[src/rtl/twpq_pkg.sv]
`timescale 1ns / 1ps
// ----------------------------------------------------------------------------
// twpq_pkg
// Shared types, constants and helpers for the two-priority work queue.
// ----------------------------------------------------------------------------
package twpq_pkg;

  localparam int unsigned DEPTH  = 16;
  localparam int unsigned PTR_W  = $clog2(DEPTH);
  localparam int unsigned CNT_W  = $clog2(DEPTH + 1);
  localparam int unsigned DATA_W = 64;
  localparam int unsigned ENTRY_W = 2 * DATA_W;

  localparam logic OP_PUSH = 1'b0;
  localparam logic OP_POP  = 1'b1;

  localparam logic PRIO_LOW  = 1'b0;
  localparam logic PRIO_HIGH = 1'b1;

  typedef enum logic {
    ST_IDLE,
    ST_COMMIT
  } twpq_state_e;

  typedef struct packed {
    logic load;    // capture the incoming item
    logic commit;  // apply the item and load the result register
  } twpq_cmd_t;

  typedef struct packed {
    logic slot_free;  // result register is empty or being drained
  } twpq_status_t;

  function automatic logic [PTR_W-1:0] next_ptr(input logic [PTR_W-1:0] ptr);
    return (ptr == PTR_W'(DEPTH - 1)) ? '0 : ptr + 1'b1;
  endfunction

endpackage

[src/rtl/two_priority_work_queue.sv]
`timescale 1ns / 1ps
// ----------------------------------------------------------------------------
// two_priority_work_queue
// Strict-priority pair of ring-buffer work queues with push and pop items.
// ----------------------------------------------------------------------------
// Each item passes the accept and commit states: the accept cycle captures it
// while both ring memories read their head entries into registers, and the
// commit state then applies the push or pop and loads the result register once
// the result slot is free. A new item is accepted in the cycle after the commit,
// also while the previous result still waits on out_ready_i; a result that is
// still held when the next item reaches its commit stalls that commit. The ring
// memories need no clearing after reset: entries are used only after being pushed.
module two_priority_work_queue import twpq_pkg::*; (
  input  logic              clk_i,
  input  logic              rst_ni,
  input  logic              in_valid_i,
  output logic              in_ready_o,
  input  logic              op_i,
  input  logic              priority_req_i,
  input  logic [DATA_W-1:0] work_code_i,
  input  logic [DATA_W-1:0] work_arg_i,
  output logic              out_valid_o,
  input  logic              out_ready_i,
  output logic              push_accepted_o,
  output logic              work_valid_o,
  output logic [DATA_W-1:0] out_code_o,
  output logic [DATA_W-1:0] out_arg_o,
  output logic [CNT_W-1:0]  high_count_o,
  output logic [CNT_W-1:0]  low_count_o
);

  twpq_cmd_t    cmd;
  twpq_status_t status;

  twpq_ctrl u_ctrl (
    .clk_i      (clk_i),
    .rst_ni     (rst_ni),
    .in_valid_i (in_valid_i),
    .in_ready_o (in_ready_o),
    .status_i   (status),
    .cmd_o      (cmd)
  );

  twpq_datapath u_datapath (
    .clk_i           (clk_i),
    .rst_ni          (rst_ni),
    .cmd_i           (cmd),
    .status_o        (status),
    .op_i            (op_i),
    .priority_req_i  (priority_req_i),
    .work_code_i     (work_code_i),
    .work_arg_i      (work_arg_i),
    .out_valid_o     (out_valid_o),
    .out_ready_i     (out_ready_i),
    .push_accepted_o (push_accepted_o),
    .work_valid_o    (work_valid_o),
    .out_code_o      (out_code_o),
    .out_arg_o       (out_arg_o),
    .high_count_o    (high_count_o),
    .low_count_o     (low_count_o)
  );

endmodule

[src/rtl/twpq_ctrl.sv]
`timescale 1ns / 1ps
// ----------------------------------------------------------------------------
// twpq_ctrl
// Controller: takes one item, then commits it once the result slot is free.
// ----------------------------------------------------------------------------
module twpq_ctrl import twpq_pkg::*; (
  input  logic         clk_i,
  input  logic         rst_ni,
  input  logic         in_valid_i,
  output logic         in_ready_o,
  input  twpq_status_t status_i,
  output twpq_cmd_t    cmd_o
);

  twpq_state_e state_q, state_d;

  always_ff @(posedge clk_i or negedge rst_ni) begin
    if (!rst_ni) begin
      state_q <= ST_IDLE;
    end else begin
      state_q <= state_d;
    end
  end

  always_comb begin
    state_d = state_q;
    unique case (state_q)
      ST_IDLE: begin
        if (in_valid_i) state_d = ST_COMMIT;
      end
      ST_COMMIT: begin
        if (status_i.slot_free) state_d = ST_IDLE;
      end
      default: state_d = ST_IDLE;
    endcase
  end

  always_comb begin
    in_ready_o    = 1'b0;
    cmd_o.load    = 1'b0;
    cmd_o.commit  = 1'b0;
    unique case (state_q)
      ST_IDLE: begin
        in_ready_o = 1'b1;
        cmd_o.load = in_valid_i;
      end
      ST_COMMIT: begin
        cmd_o.commit = status_i.slot_free;
      end
      default: ;
    endcase
  end

endmodule

[src/rtl/twpq_datapath.sv]
`timescale 1ns / 1ps
// ----------------------------------------------------------------------------
// twpq_datapath
// Two ring memories with head, tail and fill registers, item capture and
// the result register.
// ----------------------------------------------------------------------------
module twpq_datapath import twpq_pkg::*; (
  input  logic               clk_i,
  input  logic               rst_ni,
  input  twpq_cmd_t          cmd_i,
  output twpq_status_t       status_o,
  input  logic               op_i,
  input  logic               priority_req_i,
  input  logic [DATA_W-1:0]  work_code_i,
  input  logic [DATA_W-1:0]  work_arg_i,
  output logic               out_valid_o,
  input  logic               out_ready_i,
  output logic               push_accepted_o,
  output logic               work_valid_o,
  output logic [DATA_W-1:0]  out_code_o,
  output logic [DATA_W-1:0]  out_arg_o,
  output logic [CNT_W-1:0]   high_count_o,
  output logic [CNT_W-1:0]   low_count_o
);

  // captured item
  logic              op_q;
  logic              prio_q;
  logic [DATA_W-1:0] code_q;
  logic [DATA_W-1:0] arg_q;

  always_ff @(posedge clk_i) begin
    if (cmd_i.load) begin
      op_q   <= op_i;
      prio_q <= priority_req_i;
      code_q <= work_code_i;
      arg_q  <= work_arg_i;
    end
  end

  // queue state
  logic [PTR_W-1:0] hi_head_q, hi_tail_q, lo_head_q, lo_tail_q;
  logic [CNT_W-1:0] hi_fill_q, hi_fill_d, lo_fill_q, lo_fill_d;

  logic hi_full, lo_full, hi_empty, lo_empty;
  logic hi_we, lo_we, hi_pop, lo_pop;

  always_comb begin
    hi_full  = (hi_fill_q == CNT_W'(DEPTH));
    lo_full  = (lo_fill_q == CNT_W'(DEPTH));
    hi_empty = (hi_fill_q == '0);
    lo_empty = (lo_fill_q == '0);
    hi_we  = cmd_i.commit && (op_q == OP_PUSH) && (prio_q == PRIO_HIGH) && !hi_full;
    lo_we  = cmd_i.commit && (op_q == OP_PUSH) && (prio_q == PRIO_LOW) && !lo_full;
    // high queue always wins a pop
    hi_pop = cmd_i.commit && (op_q == OP_POP) && !hi_empty;
    lo_pop = cmd_i.commit && (op_q == OP_POP) && hi_empty && !lo_empty;
  end

  always_comb begin
    hi_fill_d = hi_fill_q;
    lo_fill_d = lo_fill_q;
    if (hi_we)       hi_fill_d = hi_fill_q + 1'b1;
    else if (hi_pop) hi_fill_d = hi_fill_q - 1'b1;
    if (lo_we)       lo_fill_d = lo_fill_q + 1'b1;
    else if (lo_pop) lo_fill_d = lo_fill_q - 1'b1;
  end

  always_ff @(posedge clk_i or negedge rst_ni) begin
    if (!rst_ni) begin
      hi_head_q <= '0;
      hi_tail_q <= '0;
      hi_fill_q <= '0;
      lo_head_q <= '0;
      lo_tail_q <= '0;
      lo_fill_q <= '0;
    end else begin
      hi_fill_q <= hi_fill_d;
      lo_fill_q <= lo_fill_d;
      if (hi_we)  hi_tail_q <= next_ptr(hi_tail_q);
      if (lo_we)  lo_tail_q <= next_ptr(lo_tail_q);
      if (hi_pop) hi_head_q <= next_ptr(hi_head_q);
      if (lo_pop) lo_head_q <= next_ptr(lo_head_q);
    end
  end

  // ring memories, head entry read every cycle
  logic [ENTRY_W-1:0] hi_mem [DEPTH];
  logic [ENTRY_W-1:0] lo_mem [DEPTH];
  logic [ENTRY_W-1:0] hi_rd_q, lo_rd_q;

  always_ff @(posedge clk_i) begin
    if (hi_we) hi_mem[hi_tail_q] <= {code_q, arg_q};
    hi_rd_q <= hi_mem[hi_head_q];
  end

  always_ff @(posedge clk_i) begin
    if (lo_we) lo_mem[lo_tail_q] <= {code_q, arg_q};
    lo_rd_q <= lo_mem[lo_head_q];
  end

  // result register
  logic               out_valid_q;
  logic               push_acc_q;
  logic               work_valid_q;
  logic [DATA_W-1:0]  out_code_q;
  logic [DATA_W-1:0]  out_arg_q;
  logic [CNT_W-1:0]   hi_cnt_q;
  logic [CNT_W-1:0]   lo_cnt_q;

  always_ff @(posedge clk_i or negedge rst_ni) begin
    if (!rst_ni) begin
      out_valid_q <= 1'b0;
    end else if (cmd_i.commit) begin
      out_valid_q <= 1'b1;
    end else if (out_ready_i) begin
      out_valid_q <= 1'b0;
    end
  end

  always_ff @(posedge clk_i) begin
    if (cmd_i.commit) begin
      push_acc_q   <= hi_we | lo_we;
      work_valid_q <= hi_pop | lo_pop;
      hi_cnt_q     <= hi_fill_d;
      lo_cnt_q     <= lo_fill_d;
      if (hi_pop) begin
        out_code_q <= hi_rd_q[ENTRY_W-1:DATA_W];
        out_arg_q  <= hi_rd_q[DATA_W-1:0];
      end else if (lo_pop) begin
        out_code_q <= lo_rd_q[ENTRY_W-1:DATA_W];
        out_arg_q  <= lo_rd_q[DATA_W-1:0];
      end else begin
        out_code_q <= '0;
        out_arg_q  <= '0;
      end
    end
  end

  assign status_o.slot_free = !out_valid_q || out_ready_i;

  assign out_valid_o     = out_valid_q;
  assign push_accepted_o = push_acc_q;
  assign work_valid_o    = work_valid_q;
  assign out_code_o      = out_code_q;
  assign out_arg_o       = out_arg_q;
  assign high_count_o    = hi_cnt_q;
  assign low_count_o     = lo_cnt_q;

`ifndef SYNTHESIS
  a_hi_fill_bound: assert property (@(posedge clk_i) disable iff (!rst_ni)
    hi_fill_q <= CNT_W'(DEPTH))
    else $error("high queue fill above depth");

  a_lo_fill_bound: assert property (@(posedge clk_i) disable iff (!rst_ni)
    lo_fill_q <= CNT_W'(DEPTH))
    else $error("low queue fill above depth");

  a_commit_result: assert property (@(posedge clk_i) disable iff (!rst_ni)
    cmd_i.commit |=> out_valid_q)
    else $error("commit did not load the result register");

  a_fill_hold: assert property (@(posedge clk_i) disable iff (!rst_ni)
    !cmd_i.commit |=> $stable(hi_fill_q) && $stable(lo_fill_q))
    else $error("fill changed without a commit");

  a_pop_prio: assert property (@(posedge clk_i) disable iff (!rst_ni)
    cmd_i.commit && (op_q == OP_POP) && !hi_empty |=> $stable(lo_fill_q))
    else $error("low queue popped while high queue held entries");
`endif

endmodule

[config.mk]
export PLATFORM = sky130hd
export DESIGN_NAME = two_priority_work_queue
export DESIGN_NICKNAME = d
export VERILOG_FILES = /design/src/rtl/twpq_pkg.sv /design/src/rtl/two_priority_work_queue.sv /design/src/rtl/twpq_ctrl.sv /design/src/rtl/twpq_datapath.sv
export SDC_FILE = /design/constraint.sdc
export NUM_CORES = 2
export LEC_CHECK = 0
export BUFFER_PORTS_ARGS = -buffer_cell sky130_fd_sc_hd__buf_2
export CORE_ASPECT_RATIO = 0.75
export CORE_UTILIZATION = 50
export CTS_CLUSTER_DIAMETER = 80
export DETAILED_ROUTE_END_ITERATION = 16
export GPL_TIMING_DRIVEN = 1
export MAX_ROUTING_LAYER = met4
export PLACE_DENSITY = 0.74
export SETUP_SLACK_MARGIN = 0.3
export SYNTH_ARGS = -nofsm -noshare
export SYNTH_HDL_FRONTEND = slang
export SYNTH_SLANG_ARGS = --single-unit
[constraint.sdc]
create_clock -name clk_i -period 45.1 [get_ports clk_i]
set_input_delay 6.765 -clock clk_i [delete_from_list [all_inputs] [get_ports clk_i]]
set_output_delay 6.765 -clock clk_i [all_outputs]
set_load 0.01 [all_outputs]
==> run summary <==
Entering global routing, the biggest net connects around 140 pins. The post-CTS resize count is 0. The area of combinational cells with multiple inputs came out at around 33000 um^2. The worst pin sits at a relative slew slack of 5.97%. Counting instances, the worst hold path has a depth of 1. The count of final hold-check violations came out at 0. The initial cell density of the core came out at 50.4%.

The average routed wire per standard cell is 31.4 um. The final setup violation count is 0. The placer's final routability congestion estimate came out at about 0.8. The run finished with clean final reports. For this run, the leading register cell type out of synthesis is sky130_fd_sc_hd__edfxtp_1. The share of layout cells above drive strength 1 came out at ~18%.

The overall die height came out at around 510 um. The number of antenna violations at the first check in global routing came out at 34. The max-slew violation total from the final report is 0. The maximum clock insertion buffer count came out at 4. For this design, the sink count on the clock tree is 4650. The post-synthesis cell count is 8230. Setup repair after global routing left no endpoint under its margin. The worst hold path terminates at u_datapath.out_code_o[62]. By instance count, the cell type seen most on the critical path is sky130_fd_sc_hd__buf_4.

The path class of the tightest hold or removal check is reg2reg. The clock-pin slew reported for the worst setup and hold paths after clock tree synthesis is 60 ps. The detailed-router iteration count before antenna repair is 7. The combinational family with the most area after synthesis is multiplexers. Averaged over all synthesized cells, the footprint is 20.8 um^2. For the worst setup path, the data arrival time is 10880 ps. The cell area after placement is 178000 um^2. The synthesized flop and latch total is approximately 4700. The floorplan has 185 rows. STA puts the critical path data required time at 45650 ps. The total wire length after detailed routing came out at 423000 um. The analysis attributes to cell leakage a power of 61.5 nW. The Yosys warning count came out at 0. The setup TNS after final layout is 0 ps.

The clock arrives with about 76 ps of skew. The footprint of the flip-flops and latches is 137000 um^2. The start point of the worst hold path is u_datapath.hi_rd_q[126]. The type of element launching the critical path is an input port. The async set-or-reset flop fraction in the synthesized netlist came out at less than 1%.

The all-layer global routing usage is about a quarter. The share of the core filled with cells in the final layout is 56.5%. TritonCTS built the clock tree. The post-synthesis share of cell area spent on and, or, nand and nor gates came out at 0.883%. The type of element capturing the critical path is a flop.

276 I/O pins were placed. Across all register-to-register paths, the minimum setup slack is 37500 ps. The number of global-route vias before repair was 84340. In this run the post-CTS setup repair buffer count came out at 0.

The synthesized netlist devotes 5.23% of its cell area to compound gates. For the pin with the worst max-slew slack, the measured transition is 1410 ps. The endpoint identified for the worst register-to-register timing path is u_datapath.lo_rd_q[57]. The insertion delay to the later sink of the worst-skew pair came out at 980 ps. The count of input and output buffers came out at about 280. The mux contribution to synthesized area came out at between 10 and 15%. The die covers 345000 um^2. The filler cells instantiated in the layout total 23955. The wire length of the first global-routing pass came out at 603000 um. The final non-filler cell area came out at 192000 um^2. The remaining antenna violation count came out at 0. The areal power density over the cells came out at approximately 59 nW/um^2. The number of library cell types mapped by synthesis is 54.

Derived from the worst setup path, the maximum achievable clock frequency is 0.0968 GHz. The maximum level of the CTS H-tree came out at 5. The synthesized netlist devotes 0.0460% of its cell area to XOR and XNOR gates. The total DRC errors in the routed layout is 0. The number of nets in the layout is 8776.

The post-detailed-route via-to-cell ratio is 6.42. The area of the mapped netlist came out at between 150000 and 200000 um^2. In this run the critical register-to-register path is launched from u_datapath.lo_head_q[0].

The total CTS buffers is between 400 and 500. The overall via count from detail_route is 86623. The standard cell with the maximum stage delay on the critical path is sky130_fd_sc_hd__buf_4.

The post-layout minimum cycle time came out at 10330 ps. In this run the clock root is driven by a sky130_fd_sc_hd__clkbuf_16. Summing the sequential cell areas from Yosys gives around 80% of the chip area.

The area growth from synthesis to final layout came out at 12.1%. Across the run, the number of max-cap violations was 0. The final clock period utilization by the worst path is 22.9%. In this run, synthesis inferred 4366 flip-flops with an integrated enable. The floorplan step defined a core boundary enclosing 340000 um^2. For the worst flop-to-flop path, the logic depth is 9. Across the VDD grid, the largest voltage drop is 0.0550 mV.

The stage delay of the slowest cell on the critical path came out at 830 ps. For this run the aggregate overflow at the end of global routing stands at 0. The category of cells accounting for the largest share of critical-path delay is buffers and inverters.

The signal on the critical path passes through buf_2 -> nand2b_1 -> nand4_1 -> clkbuf_16 -> nor3b_1 -> and2_4 -> buf_4 -> buf_4. The number of DRC markers after the initial detailed-route iteration is between 10000 and 15000. The estimated wirelength of the detail-placed design is 234000 um. The setup path with the least slack is of type in2reg. The die boundary width is 678 um. Of the total synthesized cell area, the portion taken by full adders, half adders and majority gates is 0.102%. The maximum fanout encountered on the critical timing path is 48. The hold buffer count at cts is 0.

The net count after synthesis came out at 8378. Together, buffers and inverters on the worst path number 4.
logic make-up (layout without fill, tap and decap cells):
| group | after synthesis | in the layout |
|---|---|---|
| other | 0 | 20 |
| adders and majority gates | 14 | 14 |
| and+or+nand+nor | 355 | 355 |
| DFF | 4650 | 4650 |
| AOI/OAI and AO/OA | 1179 | 1179 |
| muxes | 1538 | 1538 |
| buffers and inverters | 485 | 1236 |
| xor gates and xnor gates | 9 | 9 |
stage by stage:
stage	hold slack, ps	instances	setup WS (ps)	power, mW
after floorplan	468	8230	24540	6.95
after global placement	502	12703	33050	7.81
after detailed placement	503	12703	33060	7.86
after CTS	488	13468	34080	11.4
after global routing	510	13483	34640	11.8
final	472	13489	34770	11.4
worst max-delay path by stage:
stage	start	endpoint	slack, ps	depth (start not counted)
detailed placement	out_ready_i	u_datapath.hi_mem[7][46]	33060	7
finish	out_ready_i	u_datapath.hi_mem[7][62]	34770	8
CTS	out_ready_i	u_datapath.hi_mem[7][40]	34080	7
floorplan	out_ready_i	u_datapath.hi_mem[3][0]	24540	5
global placement	out_ready_i	u_datapath.hi_mem[7][50]	33050	7
global route	out_ready_i	u_datapath.hi_mem[7][45]	34640	8
layout by cell type (no fill, tap or decap), types with 8 or more instances in the layout:
master,count
sky130_fd_sc_hd__and2_4,16
sky130_fd_sc_hd__clkbuf_16,423
sky130_fd_sc_hd__clkinvlp_4,13
sky130_fd_sc_hd__bufinv_16,47
sky130_fd_sc_hd__nand4_1,8
sky130_fd_sc_hd__mux4_2,518
sky130_fd_sc_hd__clkinv_1,59
sky130_fd_sc_hd__ha_1,14
sky130_fd_sc_hd__a221oi_1,508
sky130_fd_sc_hd__diode_2,20
sky130_fd_sc_hd__dfrtp_1,20
sky130_fd_sc_hd__o21ai_0,262
sky130_fd_sc_hd__inv_1,15
sky130_fd_sc_hd__dfxtp_1,256
sky130_fd_sc_hd__buf_4,171
sky130_fd_sc_hd__inv_6,9
sky130_fd_sc_hd__dfrtp_4,8
sky130_fd_sc_hd__nand2_1,273
sky130_fd_sc_hd__clkbuf_8,41
sky130_fd_sc_hd__nor2_4,13
sky130_fd_sc_hd__a22o_1,128
sky130_fd_sc_hd__clkbuf_1,77
sky130_fd_sc_hd__clkinv_2,82
sky130_fd_sc_hd__mux2i_1,1017
sky130_fd_sc_hd__edfxtp_1,4366
sky130_fd_sc_hd__a22oi_1,254
sky130_fd_sc_hd__buf_2,275
state kept, by name (all words and copies together), names as in the netlist, 5 cells and up:
register	cells
u_datapath.code_q	64
u_datapath.hi_mem	2048
u_datapath.hi_fill_q	5
u_datapath.lo_fill_q	5
u_datapath.high_count_o	5
u_datapath.out_code_o	64
u_datapath.low_count_o	5
u_datapath.lo_rd_q	128
u_datapath.hi_rd_q	128
u_datapath.out_arg_o	64
u_datapath.lo_mem	2048
u_datapath.arg_q	64
per-layer routing:
layer	track usage, %	up-vias	wire, um
met5	-	-	0
li1	-	35268	-
met2	37.0	5490	195000
met1	35.6	45250	170000
met4	5.36	0	8880
met3	5.11	615	49600
area by class of cell:
| class | count | area share [%] |
|---|---|---|
| Sequential cell | 4650 | 71.3 |
| Multi-Input combinational cell | 3095 | 17.1 |
| Clock buffer | 540 | 5.94 |
| Tap cell | 4488 | 2.92 |
| Timing Repair Buffer | 453 | 1.46 |
| Clock inverter | 225 | 1.29 |
| Inverter | 18 | 0.0469 |
| Antenna cell | 20 | 0.0260 |
cell usage after synthesis (5+ instances only):
| master | count | area share (%) |
|---|---|---|
| sky130_fd_sc_hd__ha_1 | 14 | 0.10 |
| sky130_fd_sc_hd__nor2_1 | 19 | 0.042 |
| sky130_fd_sc_hd__nand3_1 | 5 | 0.015 |
| sky130_fd_sc_hd__a22oi_1 | 254 | 1.1 |
| sky130_fd_sc_hd__o21ai_0 | 262 | 0.76 |
| sky130_fd_sc_hd__a21oi_1 | 6 | 0.018 |
| sky130_fd_sc_hd__mux4_2 | 518 | 6.8 |
| sky130_fd_sc_hd__xnor2_1 | 7 | 0.036 |
| sky130_fd_sc_hd__clkbuf_1 | 310 | 0.68 |
| sky130_fd_sc_hd__nor2b_1 | 5 | 0.018 |
| sky130_fd_sc_hd__buf_1 | 81 | 0.18 |
| sky130_fd_sc_hd__edfxtp_1 | 4366 | 76 |
| sky130_fd_sc_hd__nand4_1 | 8 | 0.029 |
| sky130_fd_sc_hd__mux2i_1 | 1017 | 5.9 |
| sky130_fd_sc_hd__buf_6 | 11 | 0.072 |
| sky130_fd_sc_hd__a22o_1 | 128 | 0.65 |
| sky130_fd_sc_hd__buf_2 | 64 | 0.19 |
| sky130_fd_sc_hd__inv_1 | 18 | 0.039 |
| sky130_fd_sc_hd__nand2_1 | 273 | 0.60 |
| sky130_fd_sc_hd__a221oi_1 | 508 | 2.6 |
| sky130_fd_sc_hd__nor3_1 | 8 | 0.023 |
| sky130_fd_sc_hd__and2_1 | 16 | 0.058 |
| sky130_fd_sc_hd__dfrtp_1 | 28 | 0.41 |
| sky130_fd_sc_hd__dfxtp_1 | 256 | 3.0 |
power breakdown:
group,total (mW),switching (mW),internal (mW)
Clock,3.62,1.56,2.06
Sequential,5.52,0.356,5.17
Combinational,2.27,1.39,0.880
Total,11.4,3.30,8.11
No activity file was read; power rests on OpenSTA's default activity.
